## config.mk

```make
export PLATFORM = sky130hd
export DESIGN_NAME = event_slot_ring_mailbox_core_flat
export DESIGN_NICKNAME = d
export VERILOG_FILES = /design/src/rtl/core/esrm_pkg.sv /design/src/rtl/core/esrm_if.sv /design/src/rtl/core/esrm_ram.sv /design/src/rtl/core/event_slot_ring_mailbox_core.sv /design/src/flat_wrapper.sv
export VERILOG_INCLUDE_DIRS = /design/src /design/src/rtl/core
export SDC_FILE = /design/constraint.sdc
export NUM_CORES = 1
export LEC_CHECK = 0
export BUFFER_PORTS_ARGS = -buffer_cell sky130_fd_sc_hd__buf_2
export CORE_AREA = 2 2 249 177
export DETAILED_ROUTE_END_ITERATION = 16
export DIE_AREA = 0 0 251 179
export PLACE_DENSITY = 0.91
export SKIP_CTS_REPAIR_TIMING = 1
export SLEW_MARGIN = 0
export SYNTH_ARGS = -nofsm -noshare
export SYNTH_HDL_FRONTEND = slang
export SYNTH_SLANG_ARGS = --single-unit
```

## constraint.sdc

```tcl
create_clock -name clk -period 4.9 [get_ports clk]
set_input_delay 0 -clock clk [delete_from_list [all_inputs] [get_ports clk]]
set_output_delay 0 -clock clk [all_outputs]
set_load 0.005 [all_outputs]
```

## src/rtl/core/event_slot_ring_mailbox_core_assert.svh

```systemverilog
// Assertion macros for the slot ring mailbox core.
// Each macro expects signals named clk and rst_n in the using scope.
`ifndef EVENT_SLOT_RING_MAILBOX_CORE_ASSERT_SVH
`define EVENT_SLOT_RING_MAILBOX_CORE_ASSERT_SVH

// Same-cycle implication, checked outside reset.
`define ESRM_ASSERT_NOW(lbl, ant, cons, msg) \
  lbl: assert property (@(posedge clk) disable iff (!rst_n) (ant) |-> (cons)) \
    else $error(msg);

// Next-cycle implication, checked outside reset.
`define ESRM_ASSERT_NEXT(lbl, ant, cons, msg) \
  lbl: assert property (@(posedge clk) disable iff (!rst_n) (ant) |=> (cons)) \
    else $error(msg);

`endif

```

## src/rtl/core/esrm_pkg.sv

```systemverilog
package esrm_pkg;

  // Fixed field widths of the request and result channels and of the slot status
  localparam int unsigned MODE_W     = 2;
  localparam int unsigned ETYPE_W    = 8;
  localparam int unsigned SLOT_W     = 6;
  localparam int unsigned TYPE_OUT_W = 8;
  localparam int unsigned STATUS_W   = 2;

  // Request operation codes
  typedef enum logic [MODE_W-1:0] {
    MODE_RESERVE = 2'd0,
    MODE_POST    = 2'd1,
    MODE_TAKE    = 2'd2,
    MODE_RELEASE = 2'd3
  } mode_t;

  // Per-slot status codes
  typedef enum logic [STATUS_W-1:0] {
    STAT_FREE     = 2'd0,
    STAT_RESERVED = 2'd1,
    STAT_COMPLETE = 2'd2,
    STAT_USED     = 2'd3
  } status_t;

endpackage

```

## src/rtl/core/esrm_if.sv

```systemverilog
// Request channel
interface esrm_in_if;
  logic                              valid;
  logic                              ready;
  esrm_pkg::mode_t                   mode;
  logic [esrm_pkg::ETYPE_W-1:0]      event_type;
  logic [esrm_pkg::SLOT_W-1:0]       slot;

  modport source (output valid, mode, event_type, slot, input ready);
  modport sink   (input valid, mode, event_type, slot, output ready);
endinterface

// Result channel
interface esrm_out_if;
  logic                              valid;
  logic                              ready;
  logic                              granted;
  logic [esrm_pkg::SLOT_W-1:0]       slot_out;
  logic [esrm_pkg::TYPE_OUT_W-1:0]   type_out;

  modport source (output valid, granted, slot_out, type_out, input ready);
  modport sink   (input valid, granted, slot_out, type_out, output ready);
endinterface

```

## src/rtl/core/esrm_ram.sv

```systemverilog
module esrm_ram #(
  parameter int unsigned DEPTH = 64,
  parameter int unsigned WIDTH = 8
) (
  input  logic                     clk,
  input  logic                     we,
  input  logic [$clog2(DEPTH)-1:0] waddr,
  input  logic [WIDTH-1:0]         wdata,
  input  logic                     re,
  input  logic [$clog2(DEPTH)-1:0] raddr,
  output logic [WIDTH-1:0]         rdata
);

  logic [WIDTH-1:0] mem [DEPTH];
  logic [WIDTH-1:0] rdata_r;

  // Write port
  always_ff @(posedge clk) begin
    if (we) begin
      mem[waddr] <= wdata;
    end
  end

  // Registered read port, holds between reads
  always_ff @(posedge clk) begin
    if (re) begin
      rdata_r <= mem[raddr];
    end
  end

  assign rdata = rdata_r;

endmodule

```

## src/rtl/core/event_slot_ring_mailbox_core.sv

```systemverilog
// Slot ring mailbox.
// in_ch carries requests (mode, event_type, slot); out_ch returns one result
// per request (granted, slot_out, type_out). Both use valid/ready, a transfer
// happens when both are high.
// Reserve claims the slot at the write index if free and stores its type;
// post marks a named slot complete; take hands out the slot at the read
// index if complete; release frees a named slot.
// A request is held in a register while the memories are read, then executes
// into the output register. The slot status and type memories are read when
// a request is accepted and written back when it executes, and a new request
// is taken only once the previous write-back is done.
// Reset: indices go to zero and a clearing pass writes every status entry
// to free, all SLOTS (64 by default) of them; in_ch.ready stays low meanwhile.
// Stall: a result waits in the output register while the next request is
// accepted and read; that request then holds until the result is taken.
`include "event_slot_ring_mailbox_core_assert.svh"

module event_slot_ring_mailbox_core #(
  parameter int unsigned SLOTS     = 64,
  parameter int unsigned TYPE_BITS = 8
) (
  input  logic        clk,
  input  logic        rst_n,
  esrm_in_if.sink     in_ch,
  esrm_out_if.source  out_ch
);

  localparam int unsigned IW = $clog2(SLOTS);

  typedef enum logic [2:0] {
    ST_CLEAR = 3'b001,
    ST_IDLE  = 3'b010,
    ST_EXEC  = 3'b100
  } state_t;

  state_t                            state_r, state_nxt;
  logic [IW-1:0]                     clr_idx_r, clr_idx_nxt;
  logic [IW-1:0]                     wr_idx_r, wr_idx_nxt;
  logic [IW-1:0]                     rd_idx_r, rd_idx_nxt;
  logic                              out_valid_r, out_valid_nxt;

  esrm_pkg::mode_t                   req_mode_r;
  logic [TYPE_BITS-1:0]              req_type_r;
  logic [esrm_pkg::SLOT_W-1:0]       req_slot_r;
  logic                              out_granted_r, out_granted_nxt;
  logic [esrm_pkg::SLOT_W-1:0]       out_slot_r, out_slot_nxt;
  logic [esrm_pkg::TYPE_OUT_W-1:0]   out_type_r, out_type_nxt;

  logic                              accept;
  logic                              exec_go;
  logic                              clearing;
  logic                              clr_last;

  logic                              stat_we;
  logic [IW-1:0]                     stat_waddr;
  logic [esrm_pkg::STATUS_W-1:0]     stat_wdata;
  logic [IW-1:0]                     stat_raddr;
  logic [esrm_pkg::STATUS_W-1:0]     stat_rdata;
  logic                              op_st_we;
  logic [IW-1:0]                     op_st_addr;
  logic [esrm_pkg::STATUS_W-1:0]     op_st_data;

  logic                              type_we;
  logic [TYPE_BITS-1:0]              type_rdata;

  logic [IW-1:0]                     wr_idx_inc;
  logic [IW-1:0]                     rd_idx_inc;
  logic                              slot_in_range;

  // Handshake
  assign in_ch.ready = (state_r == ST_IDLE);
  assign accept      = in_ch.valid && in_ch.ready;
  assign exec_go     = (state_r == ST_EXEC) && (!out_valid_r || out_ch.ready);
  assign clearing    = (state_r == ST_CLEAR);
  assign clr_last    = (clr_idx_r == IW'(SLOTS - 1));

  // Ring index increments with wrap
  assign wr_idx_inc = (wr_idx_r == IW'(SLOTS - 1)) ? '0 : wr_idx_r + IW'(1);
  assign rd_idx_inc = (rd_idx_r == IW'(SLOTS - 1)) ? '0 : rd_idx_r + IW'(1);
  assign slot_in_range = (32'(req_slot_r) < 32'(SLOTS));

  // Read the slot each request needs: take looks at the read index
  assign stat_raddr = (in_ch.mode == esrm_pkg::MODE_TAKE) ? rd_idx_r : wr_idx_r;

  // Decide the operation from the read status
  always_comb begin
    op_st_we        = 1'b0;
    op_st_addr      = wr_idx_r;
    op_st_data      = esrm_pkg::STAT_RESERVED;
    type_we         = 1'b0;
    wr_idx_nxt      = wr_idx_r;
    rd_idx_nxt      = rd_idx_r;
    out_granted_nxt = 1'b0;
    out_slot_nxt    = '0;
    out_type_nxt    = '0;
    case (req_mode_r)
      esrm_pkg::MODE_RESERVE: begin
        if (stat_rdata == esrm_pkg::STAT_FREE) begin
          op_st_we        = 1'b1;
          type_we         = 1'b1;
          wr_idx_nxt      = wr_idx_inc;
          out_granted_nxt = 1'b1;
          out_slot_nxt    = esrm_pkg::SLOT_W'(wr_idx_r);
        end
      end
      esrm_pkg::MODE_POST, esrm_pkg::MODE_RELEASE: begin
        op_st_we        = slot_in_range;
        op_st_addr      = IW'(req_slot_r);
        op_st_data      = (req_mode_r == esrm_pkg::MODE_POST) ?
                          esrm_pkg::STAT_COMPLETE : esrm_pkg::STAT_FREE;
        out_granted_nxt = 1'b1;
        out_slot_nxt    = req_slot_r;
      end
      esrm_pkg::MODE_TAKE: begin
        if (stat_rdata == esrm_pkg::STAT_COMPLETE) begin
          op_st_we        = 1'b1;
          op_st_addr      = rd_idx_r;
          op_st_data      = esrm_pkg::STAT_USED;
          rd_idx_nxt      = rd_idx_inc;
          out_granted_nxt = 1'b1;
          out_slot_nxt    = esrm_pkg::SLOT_W'(rd_idx_r);
          out_type_nxt    = esrm_pkg::TYPE_OUT_W'(type_rdata);
        end
      end
      default: begin
        op_st_we = 1'b0;
      end
    endcase
  end

  // Share the status write port between clearing pass and write-back
  assign stat_we    = clearing || (exec_go && op_st_we);
  assign stat_waddr = clearing ? clr_idx_r : op_st_addr;
  assign stat_wdata = clearing ? esrm_pkg::STAT_FREE : op_st_data;

  esrm_ram #(
    .DEPTH (SLOTS),
    .WIDTH (esrm_pkg::STATUS_W)
  ) u_status_ram (
    .clk   (clk),
    .we    (stat_we),
    .waddr (stat_waddr),
    .wdata (stat_wdata),
    .re    (accept),
    .raddr (stat_raddr),
    .rdata (stat_rdata)
  );

  esrm_ram #(
    .DEPTH (SLOTS),
    .WIDTH (TYPE_BITS)
  ) u_type_ram (
    .clk   (clk),
    .we    (exec_go && type_we),
    .waddr (wr_idx_r),
    .wdata (req_type_r),
    .re    (accept),
    .raddr (rd_idx_r),
    .rdata (type_rdata)
  );

  // Sequence: clear, wait for a request, execute
  always_comb begin
    state_nxt   = state_r;
    clr_idx_nxt = clr_idx_r;
    case (state_r)
      ST_CLEAR: begin
        clr_idx_nxt = clr_idx_r + IW'(1);
        if (clr_last) begin
          state_nxt = ST_IDLE;
        end
      end
      ST_IDLE: begin
        if (accept) begin
          state_nxt = ST_EXEC;
        end
      end
      ST_EXEC: begin
        if (exec_go) begin
          state_nxt = ST_IDLE;
        end
      end
      default: begin
        state_nxt = ST_CLEAR;
      end
    endcase
  end

  // Output valid: load on execute, drop when taken
  always_comb begin
    out_valid_nxt = out_valid_r;
    if (exec_go) begin
      out_valid_nxt = 1'b1;
    end else if (out_ch.ready) begin
      out_valid_nxt = 1'b0;
    end
  end

  // Control registers
  always_ff @(posedge clk) begin
    if (!rst_n) begin
      state_r     <= ST_CLEAR;
      clr_idx_r   <= '0;
      wr_idx_r    <= '0;
      rd_idx_r    <= '0;
      out_valid_r <= 1'b0;
    end else begin
      state_r     <= state_nxt;
      clr_idx_r   <= clr_idx_nxt;
      out_valid_r <= out_valid_nxt;
      if (exec_go) begin
        wr_idx_r <= wr_idx_nxt;
        rd_idx_r <= rd_idx_nxt;
      end
    end
  end

  // Hold the accepted request
  always_ff @(posedge clk) begin
    if (accept) begin
      req_mode_r <= in_ch.mode;
      req_type_r <= TYPE_BITS'(in_ch.event_type);
      req_slot_r <= in_ch.slot;
    end
  end

  // Result register
  always_ff @(posedge clk) begin
    if (exec_go) begin
      out_granted_r <= out_granted_nxt;
      out_slot_r    <= out_slot_nxt;
      out_type_r    <= out_type_nxt;
    end
  end

  assign out_ch.valid    = out_valid_r;
  assign out_ch.granted  = out_granted_r;
  assign out_ch.slot_out = out_slot_r;
  assign out_ch.type_out = out_type_r;

  // Checks
  `ESRM_ASSERT_NEXT(a_result_from_exec, !out_valid_r && !exec_go, !out_valid_r,
    "result appeared without an execute cycle")
  `ESRM_ASSERT_NEXT(a_clear_done, clearing && clr_last, state_r == ST_IDLE,
    "clearing pass did not end in idle")
  `ESRM_ASSERT_NEXT(a_take_advances,
    exec_go && (req_mode_r == esrm_pkg::MODE_TAKE) && out_granted_nxt,
    rd_idx_r != $past(rd_idx_r) && out_ch.granted,
    "granted take did not advance the read index")
  `ESRM_ASSERT_NOW(a_no_accept_busy, accept, !clearing && (state_r != ST_EXEC),
    "request accepted while clearing or executing")

endmodule

```

## src/flat_wrapper.sv

```systemverilog
// flat-port wrapper written by rule: the top's interface ports become plain ports
module event_slot_ring_mailbox_core_flat 
#(
  parameter int unsigned SLOTS     = 64,
  parameter int unsigned TYPE_BITS = 8
)
  (clk, rst_n, in_ch_valid, in_ch_mode, in_ch_event_type, in_ch_slot, in_ch_ready, out_ch_valid, out_ch_granted, out_ch_slot_out, out_ch_type_out, out_ch_ready);
  esrm_in_if in_ch_i ();
  esrm_out_if out_ch_i ();
  input  logic clk;
  input  logic rst_n;
  input wire logic [$bits(in_ch_i.valid)-1:0] in_ch_valid;
  input wire logic [$bits(in_ch_i.mode)-1:0] in_ch_mode;
  input wire logic [$bits(in_ch_i.event_type)-1:0] in_ch_event_type;
  input wire logic [$bits(in_ch_i.slot)-1:0] in_ch_slot;
  output wire logic [$bits(in_ch_i.ready)-1:0] in_ch_ready;
  output wire logic [$bits(out_ch_i.valid)-1:0] out_ch_valid;
  output wire logic [$bits(out_ch_i.granted)-1:0] out_ch_granted;
  output wire logic [$bits(out_ch_i.slot_out)-1:0] out_ch_slot_out;
  output wire logic [$bits(out_ch_i.type_out)-1:0] out_ch_type_out;
  input wire logic [$bits(out_ch_i.ready)-1:0] out_ch_ready;
  assign in_ch_i.valid = in_ch_valid;
  assign in_ch_i.mode = in_ch_mode;
  assign in_ch_i.event_type = in_ch_event_type;
  assign in_ch_i.slot = in_ch_slot;
  assign in_ch_ready = in_ch_i.ready;
  assign out_ch_valid = out_ch_i.valid;
  assign out_ch_granted = out_ch_i.granted;
  assign out_ch_slot_out = out_ch_i.slot_out;
  assign out_ch_type_out = out_ch_i.type_out;
  assign out_ch_i.ready = out_ch_ready;
  event_slot_ring_mailbox_core #(.SLOTS(SLOTS), .TYPE_BITS(TYPE_BITS)) u_core (.clk(clk), .rst_n(rst_n), .in_ch(in_ch_i), .out_ch(out_ch_i));
endmodule
```

==> results by group <==
Setup path
  – CP top delay family: simple AND/OR/NAND/NOR gates
  – Levels on crit path: 5
  – Kind of end point of the critical path: register
  – Largest fanout on the critical path: 24
  – Sequence of cells on the critical path: nor4_4 -> nor3b_4 -> and2b_1 -> nand3_1 -> nor2_1
  – Largest stage delay on the critical path: 0.84 ns
  – Crit path arrival time: 4.20 ns
  – Launch point of the worst path: u_core.req_mode_r[0]
  – Launch instance of the worst register-to-register path: u_core.req_mode_r[0]
  – Worst r2r path cells: 5
  – Category of the worst setup path launch point: register
  – Setup CP Type: reg2reg
  – Count of buffer and inverter cells on the critical path: 0
  – Data required time of the critical path: 5.14 ns
  – Critical-path top delay cell: sky130_fd_sc_hd__nor2_1

Routing
  – Average wire per cell in the routed design: about 32 µm
  – Routed WL: 69,400 µm
  – Antenna-violating nets left: 0
  – Ratio of routed vias to standard cells: 7.20
  – Iter 0 DRT Violations: 2,626
  – Count of vias placed by the detailed router: 15,700
  – Drc violations: 0
  – First-pass iteration count of the detailed router: 6

Timing
  – Final Max Tran Viols: 0
  – Slew @ Worst Pin: 1.34 ns
  – RSZ-0062 raised after global routing: no
  – Setup Viol. Count Final: 0
  – Highest attainable clock frequency: 252 MHz
  – Sum of negative setup slack: 0 ns
  – Hold Vio Cnt, Final: 0
  – Final critical path time including I/O delays and setup: 3.96 ns
  – Share of the clock period used by the worst path after layout: 0.809
  – Setup Skew: 0.0314 ns
  – Max-Slew Margin vs Limit: 0.0883
  – Worst hold margin: 0.0979 ns

Clocking
  – Root Buffer Master: sky130_fd_sc_hd__clkbuf_16
  – Clock insertion delay at the later pin of the skew report: 0.63 ns
  – TritonCTS clock tree: done
  – Maximum count of clock buffers along a single path: 3
  – Clock transition at path regs: 0.06 ns
  – Max H-tree Level: 2
  – Clock sink count: 703
  – Clock buffer count from CTS: 60

Finish
  – Layout Area Growth over Synthesis: 9.65%
  – Final std cell area, no fill: about 31,000 µm²
  – Area taken by flip-flops and latches: 20,900 µm²
  – Fraction of layout instances using a drive strength above 1: 0.198
  – Final-stage net count: 1,594
  – Layout fillers: between 2,000 and 2,500
  – Combined area of the multi-input logic cells: 6900 µm²

Global routing
  – Total routing resource utilization after global routing: 0.311
  – Number of global-route vias before repair: between 15,000 and 20,000
  – Wire length of the first global-routing pass: 101,000 µm
  – Pin count of the biggest net entering global routing: 138
  – Number of antenna violations at the first check in global routing: 4
  – Global route total overflow: 0

Min path
  – Hold depth: 2
  – Type of the most critical hold path: in2reg
  – Startpoint of the tightest hold check path: in_ch_event_type[4]

Floorplan
  – Rows: 64
  – Number of I/O pins: 37
  – Initial Utilization: 0.658
  – Die height: around 180 µm
  – Core Area: 42,900 µm²
  – Die Outline Area: 44,900 µm²
  – Die Width: 251 µm

Power
  – Power density of the placed cells: around 360 nW/µm²
  – Worst vdd ir: ~310 µV
  – Switching part of the total: 0.195
  – Share of total power in the clock network: 0.413
  – Logic pwr share: 0.008
  – Total internal power: 9040 µW
  – Relative contribution of sequential cells to total power: 0.578
  – Pleak: about 0.0097 µW
  – Net switching power: 2190 µW

Flow run
  – Reported max-cap violation count: 0

Placed design
  – RePlAce Congestion: between 0.9 and 1
  – Post-detail-place hpwl: around 40,000 µm
  – Input/output buffers: 36
  – Placed cell area: 28,900 µm²

Logic synthesis
  – Synth area leaders: sky130_fd_sc_hd__edfxtp_1 72%, sky130_fd_sc_hd__mux4_2 13%, sky130_fd_sc_hd__nor2_1 2.1%, sky130_fd_sc_hd__mux2i_1 1.9%, sky130_fd_sc_hd__dfxtp_1 1.6%
  – Avg Inst Size Synth: 18.7 µm²
  – Top cell type's share of synthesized area: 0.724
  – Fraction of registers with async set or reset after synthesis: 0
  – Synthesized Nets: 1,534
  – Number of register bits inferred by synthesis: 703
  – Cell count after synthesis: about 1,500
  – Synth Flop Type: sky130_fd_sc_hd__edfxtp_1
  – Number of distinct library cells after synthesis: 66
  – Cell type contributing the most total cell area after synthesis: sky130_fd_sc_hd__edfxtp_1
  – Cell area after technology mapping: 28,200 µm²
  – Syn. warnings: 0
  – Number of enable-type register cells in the synthesized netlist: 681
  – Portion of the post-synthesis area used by sequential elements: 0.740

Outcome
  – Status: completed
## per-stage QoR
| stage | power (µW) | util | setup WS (ns) | instances |
|---|---|---|---|---|
| after floorplan | 6670 | - | 1.68 | 1511 |
| after global routing | 11500 | 0.721 | 0.818 | 2178 |
| final | 11200 | 0.721 | 0.938 | 2181 |
| after detailed placement | 6700 | 0.673 | 1.20 | 2050 |
| after global placement | 6700 | 0.673 | 1.40 | 2050 |
| after CTS | 11200 | 0.716 | 1.08 | 2158 |
## synth_stat cells (7+ instances only)
cell and number:
sky130_fd_sc_hd__buf_2 29, sky130_fd_sc_hd__o221ai_1 9, sky130_fd_sc_hd__clkbuf_1 24, sky130_fd_sc_hd__mux2i_1 54, sky130_fd_sc_hd__buf_1 9, sky130_fd_sc_hd__a221oi_1 8, sky130_fd_sc_hd__nand2_1 96, sky130_fd_sc_hd__a31oi_1 13
sky130_fd_sc_hd__nor2b_1 13, sky130_fd_sc_hd__xnor2_1 10, sky130_fd_sc_hd__o21ai_0 16, sky130_fd_sc_hd__and2_1 17, sky130_fd_sc_hd__mux4_2 157, sky130_fd_sc_hd__inv_1 11, sky130_fd_sc_hd__edfxtp_1 681, sky130_fd_sc_hd__dfxtp_1 22
sky130_fd_sc_hd__nor3b_1 8, sky130_fd_sc_hd__or3_1 8, sky130_fd_sc_hd__o22ai_1 18, sky130_fd_sc_hd__nor2_1 159, sky130_fd_sc_hd__buf_6 12, sky130_fd_sc_hd__nand3_1 13, sky130_fd_sc_hd__nand3b_1 7, sky130_fd_sc_hd__a21oi_1 14
sky130_fd_sc_hd__nand2b_1 13, sky130_fd_sc_hd__a211oi_1 18
## kinds of logic after synthesis
| family | Yosys count | share of synthesized area |
|---|---|---|
| AO/OA/AOI/OAI | 128 | 0.0319 |
| XOR/XNOR | 12 | 0.00372 |
| adder cells (fa/ha/maj) | 3 | 0.00133 |
| buffers and inverters | 88 | 0.0166 |
| flip-flops | 703 | 0.740 |
| multiplexers | 213 | 0.145 |
| AND/OR/NAND/NOR | 364 | 0.0612 |
## state kept, by name, summed over array words and instances, names as in the netlist
register	flops
u_core.clr_idx_r	6
u_core.out_ch.granted	1
u_core.out_ch.slot_out	6
u_core.out_ch.type_out	8
u_core.out_ch.valid	1
u_core.rd_idx_r	6
u_core.req_mode_r	2
u_core.req_slot_r	6
u_core.req_type_r	8
u_core.state_r	3
u_core.u_status_ram.mem	128
u_core.u_status_ram.rdata	2
u_core.u_type_ram.mem	512
u_core.u_type_ram.rdata	8
u_core.wr_idx_r	6
## power by group through the flow
stage               sequential (µW)  clock, µW  combinational (µW)
finish                         6500       4640                93.8
global route                   6500       4860                97.3
CTS                            6500       4640                75.6
detailed placement             6630          0                73.9
global placement               6630          0                70.2
floorplan                      6630          0                44.4
## final cells by class
class | count | area share
multi-input cells | 720 | 0.223
clock inverters | 31 | 0.00804
diodes | 3 | 0.000243
inverters | 11 | 0.00133
well taps | 561 | 0.0227
repair buffers | 75 | 0.0177
clock buffers | 77 | 0.0519
flip-flops and latches | 703 | 0.675
## worst paths after layout
kind | to | slack (ns)
max reg2reg | u_core.u_type_ram.mem[6][3] | 0.94
min reg2reg | u_core.clr_idx_r[1] | 0.53
min | u_core.req_type_r[4] | 0.1
max | u_core.u_type_ram.mem[6][3] | 0.94
## metal layers
| layer | GRT usage | part of all wire | routed length, µm | vias up |
|---|---|---|---|---|
| li1 | - | - | - | 6195 |
| met1 | 0.446 | 0.36 | 25200 | 7842 |
| met2 | 0.473 | 0.46 | 31800 | 1457 |
| met3 | 0.0942 | 0.15 | 10200 | 213 |
| met4 | 0.0925 | 0.032 | 2210 | 0 |
| met5 | 0 | 0 | 0 | - |
## layout by cell type, fill, tap and decap left out, types with 14 or more instances in the layout
cell type and count:
sky130_fd_sc_hd__and2_1 17, sky130_fd_sc_hd__a211oi_1 18, sky130_fd_sc_hd__dlygate4sd3_1 20, sky130_fd_sc_hd__a21oi_1 14
sky130_fd_sc_hd__mux4_2 157, sky130_fd_sc_hd__o22ai_1 18, sky130_fd_sc_hd__buf_2 36, sky130_fd_sc_hd__nor2_1 157
sky130_fd_sc_hd__buf_4 17, sky130_fd_sc_hd__edfxtp_1 681, sky130_fd_sc_hd__clkbuf_1 14, sky130_fd_sc_hd__dfxtp_1 19
sky130_fd_sc_hd__clkbuf_16 61, sky130_fd_sc_hd__nand2_1 96, sky130_fd_sc_hd__mux2i_1 53, sky130_fd_sc_hd__o21ai_0 16
No activity file was read; power rests on OpenSTA's default activity.
